<file path="src/hw/rtl/srecord_s3_record_encoder_macros.svh">
// Assertion macros for the S3 record encoder.
// Each macro takes a label, a clock, an active-low reset, an antecedent,
// a consequent and a message string.
`ifndef SRECORD_S3_RECORD_ENCODER_MACROS_SVH
`define SRECORD_S3_RECORD_ENCODER_MACROS_SVH

`ifndef SYNTH

`define SREC_ASSERT_IMP(lbl, clk, rst_n, ante, cons, msg) \
    lbl: assert property (@(posedge clk) disable iff (!rst_n) (ante) |-> (cons)) \
        else $error(msg);

`define SREC_ASSERT_NXT(lbl, clk, rst_n, ante, cons, msg) \
    lbl: assert property (@(posedge clk) disable iff (!rst_n) (ante) |=> (cons)) \
        else $error(msg);

`else

`define SREC_ASSERT_IMP(lbl, clk, rst_n, ante, cons, msg)

`define SREC_ASSERT_NXT(lbl, clk, rst_n, ante, cons, msg)

`endif

`endif

</file>
<file path="src/hw/rtl/srec_pkg.sv">
`timescale 1ns / 1ps

package srec_pkg;

    localparam int RECORD_BYTES_DEFAULT = 16;
    localparam int RECORD_BYTES_MAX     = 24;
    localparam int ADDR_W               = 32;
    localparam int BYTE_W               = 8;
    // Wide enough for any record length up to the maximum.
    localparam int REC_CNT_W            = $clog2(RECORD_BYTES_MAX + 1);

    // Count byte overhead: four address bytes and the checksum byte.
    localparam logic [7:0] COUNT_OVERHEAD = 8'd5;
    // Position of the first data byte in the byte sequence of a record.
    localparam logic [7:0] FIRST_DATA_POS = 8'd5;
    localparam logic [7:0] LAST_ADDR_POS  = 8'd4;

    localparam logic [7:0] CHAR_S  = 8'h53;
    localparam logic [7:0] CHAR_3  = 8'h33;
    localparam logic [7:0] CHAR_NL = 8'h0A;

    typedef enum logic [2:0] {
        ST_IDLE,
        ST_S,
        ST_3,
        ST_HI,
        ST_LO,
        ST_RAW,
        ST_NL
    } emit_state_t;

    typedef struct packed {
        logic                   start;
        logic [REC_CNT_W-1:0]   count;
        logic [ADDR_W-1:0]      addr;
    } rec_req_t;

    function automatic logic [7:0] hex_char(input logic [3:0] nib);
        logic [7:0] c;
        if (nib < 4'd10) begin
            c = 8'h30 + {4'd0, nib};
        end else begin
            c = 8'h37 + {4'd0, nib};
        end
        return c;
    endfunction

endpackage

</file>
<file path="src/hw/rtl/srec_gather.sv">
`timescale 1ns / 1ps

module srec_gather
    import srec_pkg::*;
#(
    parameter int RECORD_BYTES = RECORD_BYTES_DEFAULT,
    localparam int CNT_W = $clog2(RECORD_BYTES + 1),
    localparam int IDX_W = (RECORD_BYTES > 1) ? $clog2(RECORD_BYTES) : 1
)
(
    input  logic                clk,
    input  logic                rst_n,
    input  logic                accept,
    input  logic [BYTE_W-1:0]   data_byte,
    input  logic [ADDR_W-1:0]   buffer_address,
    input  logic                last_byte,
    input  logic [IDX_W-1:0]    rd_index,
    output logic [BYTE_W-1:0]   rd_data,
    output rec_req_t            req
);

    logic [BYTE_W-1:0] store_reg [RECORD_BYTES];
    logic [CNT_W-1:0]  fill_reg, fill_next;
    logic [ADDR_W-1:0] addr_reg, addr_next;
    logic              in_buffer_reg, in_buffer_next;

    logic [CNT_W-1:0]  fill_plus;
    logic [ADDR_W-1:0] base_addr;
    logic              flush;

    assign fill_plus = fill_reg + CNT_W'(1);
    assign base_addr = in_buffer_reg ? addr_reg : buffer_address;
    assign flush     = last_byte || (fill_plus == CNT_W'(RECORD_BYTES));

    always_comb
    begin
        fill_next      = fill_reg;
        addr_next      = addr_reg;
        in_buffer_next = in_buffer_reg;
        req.start      = 1'b0;
        req.count      = REC_CNT_W'(fill_plus);
        req.addr       = base_addr;
        if (accept) begin
            if (flush) begin
                req.start      = 1'b1;
                fill_next      = '0;
                addr_next      = base_addr + ADDR_W'(fill_plus);
                in_buffer_next = !last_byte;
            end else begin
                fill_next      = fill_plus;
                addr_next      = base_addr;
                in_buffer_next = 1'b1;
            end
        end
    end

    always_ff @(posedge clk or negedge rst_n)
    begin
        if (!rst_n) begin
            fill_reg      <= '0;
            addr_reg      <= '0;
            in_buffer_reg <= 1'b0;
        end else begin
            fill_reg      <= fill_next;
            addr_reg      <= addr_next;
            in_buffer_reg <= in_buffer_next;
        end
    end

    always_ff @(posedge clk)
    begin
        if (accept) begin
            store_reg[fill_reg[IDX_W-1:0]] <= data_byte;
        end
    end

    always_comb
    begin
        if ({1'b0, rd_index} < (IDX_W + 1)'(RECORD_BYTES)) begin
            rd_data = store_reg[rd_index];
        end else begin
            rd_data = '0;
        end
    end

endmodule

</file>
<file path="src/hw/rtl/srec_emit.sv">
`timescale 1ns / 1ps

module srec_emit
    import srec_pkg::*;
#(
    parameter int RECORD_BYTES = RECORD_BYTES_DEFAULT,
    localparam int IDX_W  = (RECORD_BYTES > 1) ? $clog2(RECORD_BYTES) : 1,
    localparam int BIDX_W = $clog2(RECORD_BYTES + 6)
)
(
    input  logic                clk,
    input  logic                rst_n,
    input  rec_req_t            req,
    input  logic                raw_mode,
    output logic                idle,
    output logic [IDX_W-1:0]    rd_index,
    input  logic [BYTE_W-1:0]   rd_data,
    output logic                out_valid,
    input  logic                out_ready,
    output logic [7:0]          out_char,
    output logic                record_end
);

    emit_state_t          state_reg, state_next;
    logic [BIDX_W-1:0]    bidx_reg, bidx_next;
    logic [7:0]           sum_reg, sum_next;
    logic [REC_CNT_W-1:0] n_reg;
    logic [ADDR_W-1:0]    addr_reg;
    logic                 out_valid_reg, out_valid_next;
    logic [7:0]           out_char_reg;
    logic                 record_end_reg;

    logic [7:0] bpos, n8, cur_byte, char_val;
    logic       load, end_val, byte_done;
    logic       is_cksum, next_is_data, next_is_cksum;
    logic [BIDX_W-1:0] data_pos;

    assign bpos     = 8'(bidx_reg);
    assign n8       = 8'(n_reg);
    assign data_pos = bidx_reg - BIDX_W'(FIRST_DATA_POS);
    assign rd_index = data_pos[IDX_W-1:0];

    assign is_cksum      = (bpos == n8 + COUNT_OVERHEAD);
    assign next_is_data  = (bpos >= LAST_ADDR_POS) && (bpos < n8 + LAST_ADDR_POS);
    assign next_is_cksum = (bpos + 8'd1 == n8 + COUNT_OVERHEAD);

    always_comb
    begin
        priority if (bpos == 8'd0) begin
            cur_byte = n8 + COUNT_OVERHEAD;
        end else if (bpos <= LAST_ADDR_POS) begin
            cur_byte = 8'(addr_reg >> (6'd32 - {bpos[2:0], 3'd0}));
        end else if (!is_cksum) begin
            cur_byte = rd_data;
        end else begin
            cur_byte = ~sum_reg;
        end
    end

    assign idle = (state_reg == ST_IDLE);
    assign load = !idle && (!out_valid_reg || out_ready);

    // Output selection: the character of the current step.
    always_comb
    begin
        char_val  = CHAR_S;
        end_val   = 1'b0;
        byte_done = 1'b0;
        unique case (state_reg)
            ST_IDLE: char_val = CHAR_S;
            ST_S:    char_val = CHAR_S;
            ST_3:    char_val = CHAR_3;
            ST_HI:   char_val = hex_char(cur_byte[7:4]);
            ST_LO:
            begin
                char_val  = hex_char(cur_byte[3:0]);
                byte_done = 1'b1;
            end
            ST_RAW:
            begin
                char_val  = cur_byte;
                byte_done = 1'b1;
            end
            ST_NL:
            begin
                char_val = CHAR_NL;
                end_val  = 1'b1;
            end
            default: char_val = CHAR_S;
        endcase
    end

    // Next state.
    always_comb
    begin
        state_next = state_reg;
        unique case (state_reg)
            ST_IDLE: if (req.start) state_next = ST_S;
            ST_S:    if (load) state_next = ST_3;
            ST_3:    if (load) state_next = ST_HI;
            ST_HI:   if (load) state_next = ST_LO;
            ST_LO:
            begin
                if (load) begin
                    priority if (is_cksum) begin
                        state_next = ST_NL;
                    end else if (next_is_data && raw_mode) begin
                        state_next = ST_RAW;
                    end else begin
                        state_next = ST_HI;
                    end
                end
            end
            ST_RAW:
            begin
                if (load) begin
                    state_next = next_is_cksum ? ST_HI : ST_RAW;
                end
            end
            ST_NL:   if (load) state_next = ST_IDLE;
            default: state_next = ST_IDLE;
        endcase
    end

    always_comb
    begin
        bidx_next = bidx_reg;
        sum_next  = sum_reg;
        if (idle && req.start) begin
            bidx_next = '0;
            sum_next  = '0;
        end else if (load && byte_done) begin
            bidx_next = bidx_reg + BIDX_W'(1);
            sum_next  = sum_reg + cur_byte;
        end
    end

    always_comb
    begin
        if (load) begin
            out_valid_next = 1'b1;
        end else if (out_ready) begin
            out_valid_next = 1'b0;
        end else begin
            out_valid_next = out_valid_reg;
        end
    end

    always_ff @(posedge clk or negedge rst_n)
    begin
        if (!rst_n) begin
            state_reg     <= ST_IDLE;
            out_valid_reg <= 1'b0;
            bidx_reg      <= '0;
            sum_reg       <= '0;
        end else begin
            state_reg     <= state_next;
            out_valid_reg <= out_valid_next;
            bidx_reg      <= bidx_next;
            sum_reg       <= sum_next;
        end
    end

    always_ff @(posedge clk)
    begin
        if (idle && req.start) begin
            n_reg    <= req.count;
            addr_reg <= req.addr;
        end
        if (load) begin
            out_char_reg   <= char_val;
            record_end_reg <= end_val;
        end
    end

    assign out_valid  = out_valid_reg;
    assign out_char   = out_char_reg;
    assign record_end = record_end_reg;

endmodule

</file>
<file path="src/hw/rtl/srecord_s3_record_encoder.sv">
`timescale 1ns / 1ps
// Channel   Direction  Handshake             Payload
// in        input      in_valid / in_ready   data_byte, buffer_address, last_byte
// out       output     out_valid / out_ready out_char, record_end
// cfg       input      cfg_valid / cfg_ready cfg_data (raw_data_mode)
//
// A data item that does not close a record is stored and does not block input.
// An item that closes a record keeps in_ready low while the record text is
// produced, one character per cycle while the out channel does not stall,
// with the data bytes in hex in hex mode and as raw bytes in raw mode.
// Reset clears the fill count, the record address and the buffer flag at once.
// A stalled out channel holds the current character and pauses the sequencer.

`include "srecord_s3_record_encoder_macros.svh"

module srecord_s3_record_encoder
    import srec_pkg::*;
#(
    parameter int RECORD_BYTES = RECORD_BYTES_DEFAULT
)
(
    input  logic                clk,
    input  logic                rst_n,
    input  logic                in_valid,
    output logic                in_ready,
    input  logic [BYTE_W-1:0]   data_byte,
    input  logic [ADDR_W-1:0]   buffer_address,
    input  logic                last_byte,
    output logic                out_valid,
    input  logic                out_ready,
    output logic [7:0]          out_char,
    output logic                record_end,
    input  logic                cfg_valid,
    output logic                cfg_ready,
    input  logic                cfg_data
);

    localparam int IDX_W = (RECORD_BYTES > 1) ? $clog2(RECORD_BYTES) : 1;

    logic              raw_mode_reg, raw_mode_next;
    logic              emit_idle;
    logic              accept;
    logic [IDX_W-1:0]  rd_index;
    logic [BYTE_W-1:0] rd_data;
    rec_req_t          req;

    // The register port never stalls; user writes must come only while idle, unchecked.
    assign cfg_ready     = 1'b1;
    assign raw_mode_next = (cfg_valid && cfg_ready) ? cfg_data : raw_mode_reg;

    always_ff @(posedge clk or negedge rst_n)
    begin
        if (!rst_n) begin
            raw_mode_reg <= 1'b0;
        end else begin
            raw_mode_reg <= raw_mode_next;
        end
    end

    // Input bytes are taken whenever the sequencer has no record in progress.
    // A finished character may still wait in the output register meanwhile.
    assign in_ready = emit_idle;
    assign accept   = in_valid && in_ready;

    // The gather stage stores the bytes of the current group and tracks the
    // record address; it raises a request when the group fills or the buffer ends.
    srec_gather #(
        .RECORD_BYTES (RECORD_BYTES)
    ) u_gather (
        .clk            (clk),
        .rst_n          (rst_n),
        .accept         (accept),
        .data_byte      (data_byte),
        .buffer_address (buffer_address),
        .last_byte      (last_byte),
        .rd_index       (rd_index),
        .rd_data        (rd_data),
        .req            (req)
    );

    // The emitter walks the record byte by byte through one shared byte selector
    // and checksum adder, one character per cycle while the out channel does not stall.
    srec_emit #(
        .RECORD_BYTES (RECORD_BYTES)
    ) u_emit (
        .clk        (clk),
        .rst_n      (rst_n),
        .req        (req),
        .raw_mode   (raw_mode_reg),
        .idle       (emit_idle),
        .rd_index   (rd_index),
        .rd_data    (rd_data),
        .out_valid  (out_valid),
        .out_ready  (out_ready),
        .out_char   (out_char),
        .record_end (record_end)
    );

    // A flushing item must start the sequencer, which then blocks input.
    `SREC_ASSERT_NXT(a_flush_blocks, clk, rst_n, req.start, !in_ready, "flush did not start record")
    // The record end mark only ever travels with the closing newline.
    `SREC_ASSERT_IMP(a_end_is_nl, clk, rst_n, out_valid && record_end, out_char == CHAR_NL, "record end without newline")
    // A request is only raised for an accepted item.
    `SREC_ASSERT_IMP(a_req_on_accept, clk, rst_n, req.start, in_valid && in_ready, "request without accepted item")

endmodule
</file>
<file path="config.mk">
export PLATFORM = sky130hd
export DESIGN_NAME = srecord_s3_record_encoder
export DESIGN_NICKNAME = d
export VERILOG_FILES = /design/src/hw/rtl/srec_pkg.sv /design/src/hw/rtl/srec_gather.sv /design/src/hw/rtl/srec_emit.sv /design/src/hw/rtl/srecord_s3_record_encoder.sv
export VERILOG_INCLUDE_DIRS = /design/src /design/src/hw/rtl
export SDC_FILE = /design/constraint.sdc
export NUM_CORES = 1
export LEC_CHECK = 0
export BUFFER_PORTS_ARGS = -buffer_cell sky130_fd_sc_hd__buf_2
export CORE_ASPECT_RATIO = 1.4
export CORE_UTILIZATION = 60
export DETAILED_ROUTE_END_ITERATION = 8
export GPL_ROUTABILITY_DRIVEN = 0
export GPL_TIMING_DRIVEN = 0
export PLACE_DENSITY = 0.78
export SYNTH_ARGS = -nofsm -noshare
export SYNTH_HDL_FRONTEND = slang
export SYNTH_SLANG_ARGS = --single-unit
</file>
<file path="constraint.sdc">
create_clock -name clk -period 9.5 [get_ports clk]
set_input_delay 1.9 -clock clk [delete_from_list [all_inputs] [get_ports clk]]
set_output_delay 1.9 -clock clk [all_outputs]
set_load 0.02 [all_outputs]
</file>
==> results summary, run 1 <==
The flop and latch count out of synthesis came out at 230. For this run the aggregate overflow at the end of global routing stands at 0. The placement-stage cell area is 12200 um^2. The total die area came out at roughly 20000 um^2. The number of nets handed over by synthesis was 957. The mean area per synthesized cell is 13.2 um^2. The number of synthesized flops with an enable pin came out at around 170. The first global-routing pass estimated 41700 um of wire. The count of fill cells added during filler insertion is ~1300. The count of vias placed by the detailed router is 7539. The region available for standard cell placement spans 18800 um^2. The max-slew violation total from the final report is 0. The cell sitting at the root of the clock tree is a sky130_fd_sc_hd__clkbuf_16. The flow ran to the end, and the final reports show no timing, DRC or antenna violations. The post-CTS setup-driven buffer insertion count came out at 0. VDD sags by at most between 0.2 and 0.25 mV. The aggregate global-route resource usage is 0.275. The standard cell with the maximum stage delay on the critical path is sky130_fd_sc_hd__clkbuf_1. The number of buffer and inverter instances along the worst setup path is 6.

The pin count of the biggest net entering global routing came out at 39. The critical path capture point type is a flop. The setup clock skew after layout came out at 24.9 ps.

The worst-margin pin slew is 1390 ps. The via count of the first global-routing pass came out at about 7600. The part of the cycle the worst path needs came out at 0.561.

The horizontal die dimension came out at 120 um. CTS built an H-tree with a depth of 1. The total detailed-routing wirelength came out at 26300 um. The max-cap violation count came out at 0. The upper clock frequency limit came out at 188 MHz. The synthesis warning total came out at 0.

Measured in cells, the most critical reg-to-reg path has a length of 21. The number of inserted diodes came out at 0. The worst setup path is of the reg -> reg kind. The proportion of synthesized chip area in sequential cells came out at 0.571. For this run, the leading register cell type out of synthesis is sky130_fd_sc_hd__edfxtp_1. In this run the deepest clock path goes through 3 buffers. The worst hold path was traced through 2 stages. The number of cells on the critical path is 21. The worst min-delay path class is reg -> reg.

The highest net fanout along the worst path came out at 10. The post-layout net count is 1041. The number of cell rows is 59. The final routed DRC violation total came out at 0. The routed design could run at a clock period as short as 5330 ps. Of the cells placed in the final design, the portion with a size suffix greater than 1 is 0.214. The clock tree from TritonCTS is built. The power per unit of standard cell area is around 320 nW/um^2.

The count of endpoints failing setup in the final report came out at 0. The clock sink total came out at between 200 and 250. The number of antenna violations at the first check in global routing came out at 0. The dominant delay contributor by cell family on the critical path is buffers and inverters. The height of the die is around 170 um. The required arrival time at the worst endpoint came out at 9940 ps. The number of instances in the synthesized netlist is 879.

The cell area after layout came out at 13000 um^2. STA classifies the critical path startpoint as a flop. The critical path's largest stage delay came out at 640 ps.

The mean number of vias per cell is roughly 6. The clock latency reported for the late side of the worst-skew pair came out at roughly 530 ps. The count of boundary I/O pins is 59. Detailed placement ended at an HPWL of ~18000 um. The number of different library cells used by synthesis comes to just under 80. In this run the static leakage power is 4.85 nW. The async set-reset flop share out of synthesis is 0.243.

The arrival time at the worst endpoint is 5770 ps. The count of nets left with antenna violations after detail routing is 0. The initial core utilization is 0.619. The flip-flop count of the largest register, all copies and words added is 128. The routed length per placed instance is 21.5 um. The total area of multi-input combinational cells is 4630 um^2. The area growth from synthesis to layout is 12.1%. The first detailed-routing pass ran for 5 iterations. The post-cts repair resize count is 0. The total count of hold-check failures in the final report came out at 0. The number of hold buffers added after CTS was 0. The worst pin sits at a relative slew slack of 0.0681. The count of buffers from port buffering came out at 57. Among the stages of the critical path, the cell type that occurs most often is sky130_fd_sc_hd__a21oi_1. Walking the worst path, the cells encountered are buf_6 > buf_2 > inv_1 > ha_1 > buf_2 > clkbuf_1 > mux4_2 > mux2i_1 > mux2_2 > mux2i_1 > o21ai_2 > inv_1 > ha_1 > a21o_1 > a21oi_1 > o21bai_1 > a21oi_1 > o21ai_0 > xnor2_1 > a21oi_1 > o22ai_1. The sequential cell area came out at ~6600 um^2. The detailed router finished its first iteration with 589 violations. Setup repair after global routing left no endpoint under its margin. The synthesized netlist occupies a cell area of around 12000 um^2.

The number of buffers added by the clock tree synthesis step came out at 23. After clock tree synthesis, the clock-pin slew on the worst setup and hold paths is 70 ps. Summed over all failing endpoints, the final setup total negative slack is 0 ps.
==> worst paths after layout <==
kind / to / from / slack (ps)
hold / removal: u_gather.addr_reg[27] / u_gather.addr_reg[27] / 480
hold reg to reg: u_gather.addr_reg[27] / u_gather.addr_reg[27] / 480
max in group asynchronous: u_gather.addr_reg[25] / rst_n / 7390
setup reg to reg: u_emit.sum_reg[7] / u_emit.bidx_reg[0] / 4170
min in group asynchronous: u_emit.bidx_reg[1] / rst_n / 1460
setup / recovery: u_emit.sum_reg[7] / u_emit.bidx_reg[0] / 4170
==> final cells by class <==
| class | count | area share |
|---|---|---|
| repair buffers | 59 | 0.0250 |
| well taps | 244 | 0.0235 |
| flip-flops and latches | 230 | 0.510 |
| clock inverters | 13 | 0.00866 |
| clock buffers | 29 | 0.0492 |
| inverters | 39 | 0.0113 |
| plain buffers | 43 | 0.0171 |
| multi-input cells | 567 | 0.356 |
==> cells in the mapped netlist, drive strengths merged, types with 5 or more instances <==
| cell type | number | area share |
|---|---|---|
| nand3 | 29 | 0.013 |
| edfxtp | 174 | 0.45 |
| xor2 | 18 | 0.016 |
| nand2 | 86 | 0.028 |
| xnor2 | 33 | 0.025 |
| a211oi | 6 | 0.0043 |
| ha | 29 | 0.031 |
| o22ai | 14 | 0.0081 |
| nor2 | 45 | 0.015 |
| nor3 | 14 | 0.0065 |
| dfrtp | 56 | 0.12 |
| and2 | 6 | 0.0032 |
| buf | 23 | 0.013 |
| a31oi | 5 | 0.0027 |
| o31ai | 7 | 0.0057 |
| mux4 | 42 | 0.082 |
| nand2b | 6 | 0.0032 |
| mux2i | 34 | 0.029 |
| mux2 | 23 | 0.022 |
| a21oi | 28 | 0.012 |
| clkbuf | 20 | 0.0065 |
| a21o | 6 | 0.0039 |
| nor2b | 10 | 0.0054 |
| o21ai | 66 | 0.029 |
| inv | 38 | 0.012 |
==> through the flow <==
step                       util  total power, mW  hold WS, ps  worst slack, ps  instances
final                     0.694             4.14          476             4170       1224
after floorplan               -             2.76          443             5300        879
after global placement    0.650             3.18          455             4070       1180
after CTS                 0.693             4.15          480             4170       1224
after global routing      0.694             4.37          506             3720       1224
after detailed placement  0.653             3.23          465             4230       1182
==> worst register-to-register path: stages, from the launching register on <==
cell	delay (ps)
sky130_fd_sc_hd__dfrtp_1	400
sky130_fd_sc_hd__buf_6	220
sky130_fd_sc_hd__buf_2	300
sky130_fd_sc_hd__inv_1	120
sky130_fd_sc_hd__ha_1	280
sky130_fd_sc_hd__buf_2	210
sky130_fd_sc_hd__clkbuf_1	640
sky130_fd_sc_hd__mux4_2	420
sky130_fd_sc_hd__mux2i_1	230
sky130_fd_sc_hd__mux2_2	200
sky130_fd_sc_hd__mux2i_1	80
sky130_fd_sc_hd__o21ai_2	340
sky130_fd_sc_hd__inv_1	140
sky130_fd_sc_hd__ha_1	300
sky130_fd_sc_hd__a21o_1	180
sky130_fd_sc_hd__a21oi_1	230
sky130_fd_sc_hd__o21bai_1	100
sky130_fd_sc_hd__a21oi_1	230
sky130_fd_sc_hd__o21ai_0	150
sky130_fd_sc_hd__xnor2_1	210
sky130_fd_sc_hd__a21oi_1	100
sky130_fd_sc_hd__o22ai_1	180
==> logic make-up after synthesis <==
kind of cell,share of synthesized area
simple gates,0.0861
compound gates,0.100
xor+xnor,0.0427
flops,0.571
buf+inv,0.0317
other cells,0.000323
fa+ha+maj,0.0347
mux,0.133
==> metal layers <==
metal / GRT usage / part of all wire / vias up
li1: - / - / 3473
met1: 0.345 / 0.39 / 3696
met2: 0.474 / 0.51 / 298
met3: 0.0295 / 0.050 / 72
met4: 0.134 / 0.048 / 0
met5: 0 / 0 / -
==> power breakdown <==
group | internal (mW) | leakage, nW | switching (mW)
registers | 1.26 | 2.29 | 0.0896
clock network | 0.509 | 0.371 | 0.389
logic | 0.784 | 2.19 | 1.11
==> layout by cell type, fill, tap and decap left out, types with 3 or more instances in the layout <==
cell and instances:
sky130_fd_sc_hd__xor2_1 16, sky130_fd_sc_hd__ha_1 29, sky130_fd_sc_hd__clkinv_2 7, sky130_fd_sc_hd__o21a_1 4, sky130_fd_sc_hd__xnor2_1 33, sky130_fd_sc_hd__clkbuf_16 24
sky130_fd_sc_hd__mux2i_1 34, sky130_fd_sc_hd__buf_4 6, sky130_fd_sc_hd__edfxtp_1 174, sky130_fd_sc_hd__nand3_1 29, sky130_fd_sc_hd__buf_2 69, sky130_fd_sc_hd__mux2_2 23
sky130_fd_sc_hd__o31ai_1 6, sky130_fd_sc_hd__clkbuf_1 22, sky130_fd_sc_hd__nor2b_1 10, sky130_fd_sc_hd__nor4_1 3, sky130_fd_sc_hd__a31oi_1 5, sky130_fd_sc_hd__mux4_2 42
sky130_fd_sc_hd__or2_2 3, sky130_fd_sc_hd__nand3b_1 4, sky130_fd_sc_hd__a21o_1 6, sky130_fd_sc_hd__o21ai_1 4, sky130_fd_sc_hd__inv_1 37, sky130_fd_sc_hd__a211oi_1 5
sky130_fd_sc_hd__a21oi_1 27, sky130_fd_sc_hd__o21bai_1 3, sky130_fd_sc_hd__nor3_2 4, sky130_fd_sc_hd__buf_6 3, sky130_fd_sc_hd__nor3_1 10, sky130_fd_sc_hd__nand2b_1 6
sky130_fd_sc_hd__nand2_1 86, sky130_fd_sc_hd__o21ai_0 60, sky130_fd_sc_hd__dfrtp_1 56, sky130_fd_sc_hd__and2_1 6, sky130_fd_sc_hd__nor2_1 45, sky130_fd_sc_hd__o22ai_1 13
Note: power is estimated with default switching activity, not from simulation.
==> run 2, diff against run 1 <==
- CORE_UTILIZATION: 60 -> 56
- PLACE_DENSITY: 0.78 -> 0.77
- clock period: 9.5 -> 4.8 ns (I/O delays scaled with it)
==> run 2 against run 1 <==
Die area up 7.0%. Highest routed layer unchanged. Final cell count increased by 0.82%. Clock skew down 5.7 ps. Critical endpoint unchanged.
==> results summary, run 2 (synthesis gave the netlist of run 1 again) <==
The headroom to the max-slew limit is 0.365 (+0.297). The number of cell rows is 61 (+3.4%). The most common library cell in the layout ignoring fill and taps is sky130_fd_sc_hd__edfxtp_1. The total detailed-routing wirelength came to 26600 um (+1.2%). The depth of the worst hold-timing path came out at 2 (unchanged). The via count of the first global-routing pass is 7638 (+0.14%). The worst hold path begins at u_gather.addr_reg[1]. CTS placed an instance of sky130_fd_sc_hd__clkbuf_16 at the clock tree root. TritonCTS built the clock tree. The cell area after layout came out at 13100 um^2 (+0.72%). The initial core utilization came out at 0.578 (-0.0408). The upper clock frequency limit is 221 MHz (+17%).

The final routed DRC violation total is 0 (unchanged). The iteration count of the initial detailed-routing pass came out at 5 (unchanged). The count of vias placed by the detailed router is 7616 (+1.0%). The worst hold path belongs to the class reg -> reg. The mean number of vias per cell came to 6.17 (+0.20%). The horizontal die dimension is 124 um (+3.5%). The number of buffer and inverter instances along the worst setup path was 7 (+1).

The clock period minus final worst setup slack came out at 4530 ps (-793 ps). The global-route wire length before repair came out at 41600 um (-0.35%). The maximum resistive drop on vdd is 0.434 mV (+120%). The post-cts hold buffer count came out at 0 (unchanged). The total count of hold-check failures in the final report is 0 (unchanged). The post-layout net count came out at 1044 (+0.29%). The power per unit of standard cell area is 640 nW/um^2 (+100%). The critical register-to-register path startpoint is u_emit.bidx_reg[0]. The worst register-to-register path ends at u_emit.sum_reg[7]. The number of cells traversed by the worst register-to-register path is 21 (unchanged). The total die area is 21300 um^2 (+7.0%). The kind of critical path is reg -> reg. The highest net fanout along the worst path is 10 (unchanged).

The final worst hold slack came out at 482 ps (+6.09 ps). STA classifies the critical path startpoint as a flop. For hold timing, the worst endpoint is u_gather.addr_reg[1]. The buffer levels on the longest clock path came out at 3 (unchanged). The part of the cycle the worst path needs came to 0.945 (+0.384). The area growth from synthesis to layout is 12.9%. The total number of H-tree levels is 1 (unchanged).

The worst-margin pin slew is 949 ps (-438 ps). The max-slew violation total from the final report is 0 (unchanged). The flow ran to the end, and the final reports show no timing, DRC or antenna violations. The dominant delay contributor by cell family on the critical path is compound AO/OA/AOI/OAI gates. The flip-flop count of the largest register, all copies and words added is 128 (unchanged). The post-layout instance count excluding filler cells was 1234 (+0.82%).

The clock sink total came out at 230 (unchanged). The DRC marker count from the first detailed-route iteration is 616 (+4.6%). The placement-stage cell area is 12200 um^2 (about the same). The number of buffers added by the clock tree synthesis step is 22 (-4.3%). The routed length per placed instance came out at 21.5 um (+0.37%). The core box area came out at 20100 um^2 (+7.1%).

The half-perimeter wire length after placement came to 18900 um (+2.8%). The clock latency reported for the late side of the worst-skew pair came to 530 ps (about the same). The max-cap violation count came out at 0 (unchanged). The CTS clock-pin slew for the worst setup and hold paths is 70 ps (about the same). The static leakage power is 4.88 nW (+0.76%). The count of boundary I/O pins is 59 (unchanged). The count of nets left with antenna violations after detail routing is 0 (unchanged).

The library cells used most frequently in the layout, excluding fill and tap cells, are sky130_fd_sc_hd__edfxtp_1, sky130_fd_sc_hd__nand2_1, sky130_fd_sc_hd__buf_2. The reg2reg setup slack is 270 ps (-3910 ps). The required arrival time at the worst endpoint came to 5250 ps (-4690 ps).

The slowest stage of the critical path is the sky130_fd_sc_hd__o311ai_0 cell. The height of the die was 172 um (+3.5%). The critical path's largest stage delay is 450 ps (-190 ps).

The setup clock skew after layout was 19.2 ps (-5.71 ps). The critical path capture point type is a flop. The count of fill cells added during filler insertion came out at 1486 (+14%). The pin count of the biggest net entering global routing was 57 (+46%). The count of buffers from port buffering came to 57 (unchanged). The critical path goes through buf_8 > buf_6 > inv_1 > ha_1 > buf_2 > buf_6 > buf_4 > mux4_2 > nor2_1 > o311ai_0 > o21ai_2 > inv_1 > ha_1 > a21o_1 > a21oi_1 > o21bai_1 > a21oi_2 > o21ai_1 > xnor2_1 > a21oi_1 > o22ai_1. The number of inserted diodes is 0 (unchanged). The proportion of layout cells with a drive suffix above 1 came out at 0.218 (+0.00364).

The arrival time at the worst endpoint is 4980 ps (-790 ps). The total instance count after detailed placement came out at 1192 (+0.85%). The count of endpoints failing setup in the final report came out at 0 (unchanged). The aggregate global-route resource usage is 0.264 (-0.0110). The total grt overflow is 0 (unchanged). The number of antenna violations at the first check in global routing came out at 0 (unchanged).
==> run 2: cell types whose count changed in the layout (fill, tap and decap cells not counted), sizes merged <==
cell / previous run / this run
clkbuf: 49 / 47
buf: 82 / 86
clkinvlp: 2 / 1
bufinv: 1 / 4
clkinv: 10 / 9
inv: 39 / 38
==> run 2: cell type report <==
| class | count | area (um^2) | share of cell area |
|---|---|---|---|
| Sequential cell | 230 | 6630 | 0.506 |
| Multi-Input combinational cell | 567 | 4640 | 0.354 |
| Clock buffer | 27 | 599 | 0.0458 |
| Timing Repair Buffer | 64 | 345 | 0.0264 |
| Tap cell | 252 | 315 | 0.0241 |
| Buffer | 42 | 244 | 0.0186 |
| Clock inverter | 13 | 179 | 0.0137 |
| Inverter | 39 | 146 | 0.0112 |
==> run 2: worst max-delay path by stage <==
| stage | startpoint | to | slack, ps | cells after the start |
|---|---|---|---|---|
| after detailed placement | u_emit.bidx_reg[0] | u_emit.sum_reg[7] | -520 | 21 |
| final | u_emit.bidx_reg[0] | u_emit.sum_reg[7] | 270 | 21 |
| after global routing | u_emit.bidx_reg[0] | u_emit.sum_reg[7] | -5 | 21 |
| after CTS | u_emit.bidx_reg[0] | u_emit.sum_reg[7] | 80 | 19 |
| after floorplan | u_emit.bidx_reg[0] | u_emit.sum_reg[7] | 610 | 21 |
| after global placement | u_emit.bidx_reg[0] | u_emit.sum_reg[7] | -370 | 21 |
==> run 2: layer usage <==
layer / share of wire / up-vias / wire [um] / GRT usage
li1: - / 3464 / - / -
met4: 0.050 / 0 / 1330 / 0.130
met5: 0 / - / 0 / 0
met2: 0.53 / 288 / 14000 / 0.469
met3: 0.050 / 93 / 1320 / 0.0294
met1: 0.37 / 3771 / 9920 / 0.314
==> run 2: tightest hold or removal path: cells and delay by family, from the launching register on <==
| kind | cells | cell delay [ps] |
|---|---|---|
| AO/OA/AOI/OAI | 1 | 60 |
| flip-flops | 1 | 350 |
| AND/OR/NAND/NOR | 1 | 50 |
==> run 2: power by group <==
part           leakage, nW  switching, mW  internal (mW)
clock                0.379          0.754           1.11
combinational         2.21           2.22           1.63
sequential            2.29          0.181           2.50
==> run 2: per-stage QoR <==
stage                     setup TNS, ps  total power, mW  worst slack, ps  utilization
after floorplan                       0             5.46              613            -
after global placement             -724             6.33             -372        0.608
after detailed placement          -1100             6.43             -521        0.610
after CTS                             0             8.34             80.3        0.650
after global routing              -5.09             8.85            -5.09        0.652
final                                 0             8.38              266        0.652
==> run 2: repair_timing <==
action / 4_1_cts / 5_1_grt
pin swaps: 1 / 1
gates resized for setup: 8 / 6
buffers inserted: 1 / 2
gates cloned: 0 / 0
endpoints found under the setup margin: 7 / 1
==> run 3, diff against run 2 <==
- CORE_UTILIZATION: 56 -> 60
- PLACE_DENSITY: 0.77 -> 0.78
- SLEW_MARGIN: default -> 20
- clock period: 4.8 -> 4.97 ns (I/O delays scaled with it)
==> run 3 against run 2 <==
Final cell count is 0.97% lower. First-iteration DRC count is 3.7% lower. Utilization is 4.3 points higher. Sequential share of layout area is 0.19 points higher. Largest power group unchanged. Critical path depth stayed put. Clock skew is 5.6 ps higher. Global-route usage is 0.88 points higher.
==> results summary, run 3 (synthesis gave the netlist of run 1 again) <==
The critical register-to-register path startpoint is u_emit.bidx_reg[0]. The horizontal die dimension came out at 120 um (-3.3%). The share of power burned in the clock network is 0.217 (-0.005).

The post-layout net count came out at 1040 (-0.38%). The critical path's largest stage delay is 410 ps (-40 ps). The iteration count of the initial detailed-routing pass came out at 6 (+1).

The upper clock frequency limit came out at 209 MHz (-5.1%). TritonCTS built the clock tree. The maximum resistive drop on vdd was 0.362 mV (-17%). The aggregate global-route resource usage is 0.273 (+0.00885). The required arrival time at the worst endpoint is 5410 ps (+160 ps). The via count of the first global-routing pass came out at 7570 (-0.89%). Leaving out fill and tap cells, the most frequent cell in the layout is sky130_fd_sc_hd__edfxtp_1. The number of inserted diodes came out at 0 (unchanged).

The count of endpoints failing setup in the final report came out at 0 (unchanged). The switching share of power was 0.377 (+0.00152). The max-slew violation total from the final report was 0 (unchanged). The total detailed-routing wirelength came out at 25900 um (-2.4%). The highest net fanout along the worst path is 10 (unchanged).

The number of buffer and inverter instances along the worst setup path came out at 8 (+1). The endpoint identified for the worst register-to-register timing path is u_emit.sum_reg[7]. On the critical path the largest part of the delay comes from buffers and inverters.

The height of the die is 167 um (-3.4%). The placement-stage cell area is 12300 um^2 (+0.21%). The root buffer cell chosen for the clock tree is sky130_fd_sc_hd__clkbuf_16.

The flip-flop count of the largest register, all copies and words added came out at 128 (unchanged). The count of boundary I/O pins came out at 59 (unchanged). The cell area after layout is 13000 um^2 (-0.38%). The half-perimeter wire length after placement came to 18400 um (-2.7%).

The total grt overflow is 0 (unchanged). The internal cell power came out at 4.95 mW (-5.5%). The most numerous cell type found on the critical path is sky130_fd_sc_hd__clkbuf_4. The area growth from synthesis to layout is 12.4%. The headroom to the max-slew limit came to 0.379 (+0.0140). The number of cells traversed by the worst register-to-register path is 21 (unchanged). The switching power of the nets was 3.00 mW (-4.9%). The worst setup path is launched from a flop.

The mean number of vias per cell came out at 6.08 (-1.5%). The power per unit of standard cell area is 609 nW/um^2 (-4.9%). The final routed DRC violation total is 0 (unchanged). The worst-margin pin slew came out at 928 ps (-21.0 ps). The combinational fraction of design power came out at 0.458 (about the same). The setup clock skew after layout came to 24.7 ps (+5.57 ps).

The library cells used most frequently in the layout, excluding fill and tap cells, are sky130_fd_sc_hd__edfxtp_1, sky130_fd_sc_hd__nand2_1, sky130_fd_sc_hd__buf_2. STA classifies the critical path endpoint as a flop. The number of cell rows is 59 (-3.3%).

The global-route wire length before repair came out at 41600 um (about the same). The total count of hold-check failures in the final report came out at 0 (unchanged). The proportion of layout cells with a drive suffix above 1 came out at 0.216 (-0.00218). The DRC marker count from the first detailed-route iteration is 593 (-3.7%). The clock latency reported for the late side of the worst-skew pair is 530 ps (about the same). The total design power came out at 7.94 mW (-5.3%). The count of buffers from port buffering is 57 (unchanged). Walking the worst path, the cells encountered are buf_6 > clkbuf_4 > inv_1 > ha_1 > buf_2 > clkbuf_4 > clkbuf_4 > mux4_2 > and2_1 > a211oi_1 > o21ai_0 > o31ai_4 > inv_2 > ha_1 > inv_1 > o21bai_1 > a21oi_1 > o21ai_0 > xnor2_1 > a21oi_1 > o22ai_1. The routed length per placed instance came out at 21.2 um (-1.5%). The initial core utilization came out at 0.619 (+0.0408). The number of buffers added by the clock tree synthesis step is 22 (unchanged).

The pin count of the biggest net entering global routing is 48 (-16%). The standard cell with the maximum stage delay on the critical path is sky130_fd_sc_hd__dfrtp_1. The part of the cycle the worst path needs is 0.961 (+0.0165). The min-delay analysis places its worst path in the category in -> async. The sequential cell fraction of total power is 0.325 (+0.006). The buffer levels on the longest clock path came to 3 (unchanged). The kind of critical path is reg -> reg. The count of vias placed by the detailed router is 7432 (-2.4%).

The count of nets left with antenna violations after detail routing is 0 (unchanged). The core box area came out at 18800 um^2 (-6.6%). The total die area came out at 19900 um^2 (-6.6%). The clock period minus final worst setup slack is 4780 ps (+243 ps). The total number of H-tree levels is 1 (unchanged). The static leakage power came out at 4.87 nW (-0.33%). The final cell utilization of the core is 0.696 (+0.0434). The CTS clock-pin slew for the worst setup and hold paths came out at 70 ps (about the same).

The flow ran to the end, and the final reports show no timing, DRC or antenna violations. The number of antenna violations at the first check in global routing came to 0 (unchanged). The final worst hold slack came out at 303 ps (-179 ps). The arrival time at the worst endpoint is 5210 ps (+230 ps). The reg2reg setup slack is 190 ps (-70 ps). The max-cap violation count is 0 (unchanged). Setup repair after global routing could not meet its margin everywhere.

The clock sink total came out at 230 (unchanged). The post-cts hold buffer count came out at 0 (unchanged).
run 3: cell types whose count changed in the layout (fill, tap and decap cells not counted), moves of 2 or more:
cell / delta
sky130_fd_sc_hd__clkbuf_4: +3
sky130_fd_sc_hd__clkinv_1: -3
sky130_fd_sc_hd__nor3_2: +3
sky130_fd_sc_hd__buf_4: -3
sky130_fd_sc_hd__nor3_1: -3
sky130_fd_sc_hd__bufinv_16: -2
sky130_fd_sc_hd__clkbuf_8: +2
sky130_fd_sc_hd__buf_2: -3
sky130_fd_sc_hd__clkbuf_1: +4
run 3: through the flow:
step / setup slack (ps) / TNS [ps] / instances
2_1_floorplan: 783 / 0 / 879
6_report: 194 / 0 / 1222
3_3_place_gp: -173 / -236 / 1180
5_1_grt: -110 / -110 / 1222
3_5_place_dp: -319 / -442 / 1182
4_1_cts: 50.7 / 0 / 1223
run 3: power by group through the flow:
stage	clock, mW	combinational (mW)	sequential [mW]
after floorplan	0	2.66	2.61
after global placement	0	3.48	2.61
after detailed placement	0	3.56	2.61
after CTS	1.74	3.62	2.58
after global routing	1.80	3.97	2.61
final	1.72	3.64	2.58
run 3: repair_timing:
action,CTS,global route
setup buffers,1,0
setup endpoints to repair,3,10
gates resized for setup,4,4
pin swaps,1,0
run 3: worst max path at each step:
stage | startpoint | endpoint | slack [ps] | depth (start not counted)
global placement | u_emit.bidx_reg[0] | u_emit.sum_reg[7] | -170 | 21
detailed placement | u_emit.bidx_reg[0] | u_emit.sum_reg[7] | -320 | 21
CTS | u_emit.bidx_reg[0] | u_emit.sum_reg[7] | 50 | 20
global route | u_emit.bidx_reg[0] | u_emit.sum_reg[7] | -110 | 21
finish | u_emit.bidx_reg[0] | u_emit.sum_reg[7] | 190 | 21
floorplan | u_emit.bidx_reg[0] | u_emit.sum_reg[7] | 780 | 21
run 3: worst register-to-register path, stage by stage (launching register included):
cell                       delay, ps
sky130_fd_sc_hd__dfrtp_1         410
sky130_fd_sc_hd__buf_6           230
sky130_fd_sc_hd__clkbuf_4        270
sky130_fd_sc_hd__inv_1           100
sky130_fd_sc_hd__ha_1            280
sky130_fd_sc_hd__buf_2           200
sky130_fd_sc_hd__clkbuf_4        280
sky130_fd_sc_hd__clkbuf_4        280
sky130_fd_sc_hd__mux4_2          410
sky130_fd_sc_hd__and2_1          200
sky130_fd_sc_hd__a211oi_1        200
sky130_fd_sc_hd__o21ai_0         200
sky130_fd_sc_hd__o31ai_4         160
sky130_fd_sc_hd__inv_2           110
sky130_fd_sc_hd__ha_1            290
sky130_fd_sc_hd__inv_1           100
sky130_fd_sc_hd__o21bai_1         90
sky130_fd_sc_hd__a21oi_1         220
sky130_fd_sc_hd__o21ai_0         150
sky130_fd_sc_hd__xnor2_1         220
sky130_fd_sc_hd__a21oi_1         100
sky130_fd_sc_hd__o22ai_1         180
run 3: per-layer routing:
metal | up-vias | share of wire | track usage
met5 | - | 0 | 0
li1 | 3458 | - | -
met4 | 0 | 0.033 | 0.102
met3 | 59 | 0.047 | 0.0336
met1 | 3672 | 0.39 | 0.339
met2 | 243 | 0.53 | 0.485
run 3: cell type report:
type / instances / area, um^2
Buffer: 42 / 233
Fill cell: 1310 / 5700
Inverter: 39 / 146
Clock inverter: 7 / 110
Clock buffer: 33 / 642
Tap cell: 244 / 305
Timing Repair Buffer: 60 / 343
Multi-Input combinational cell: 567 / 4640
Sequential cell: 230 / 6630
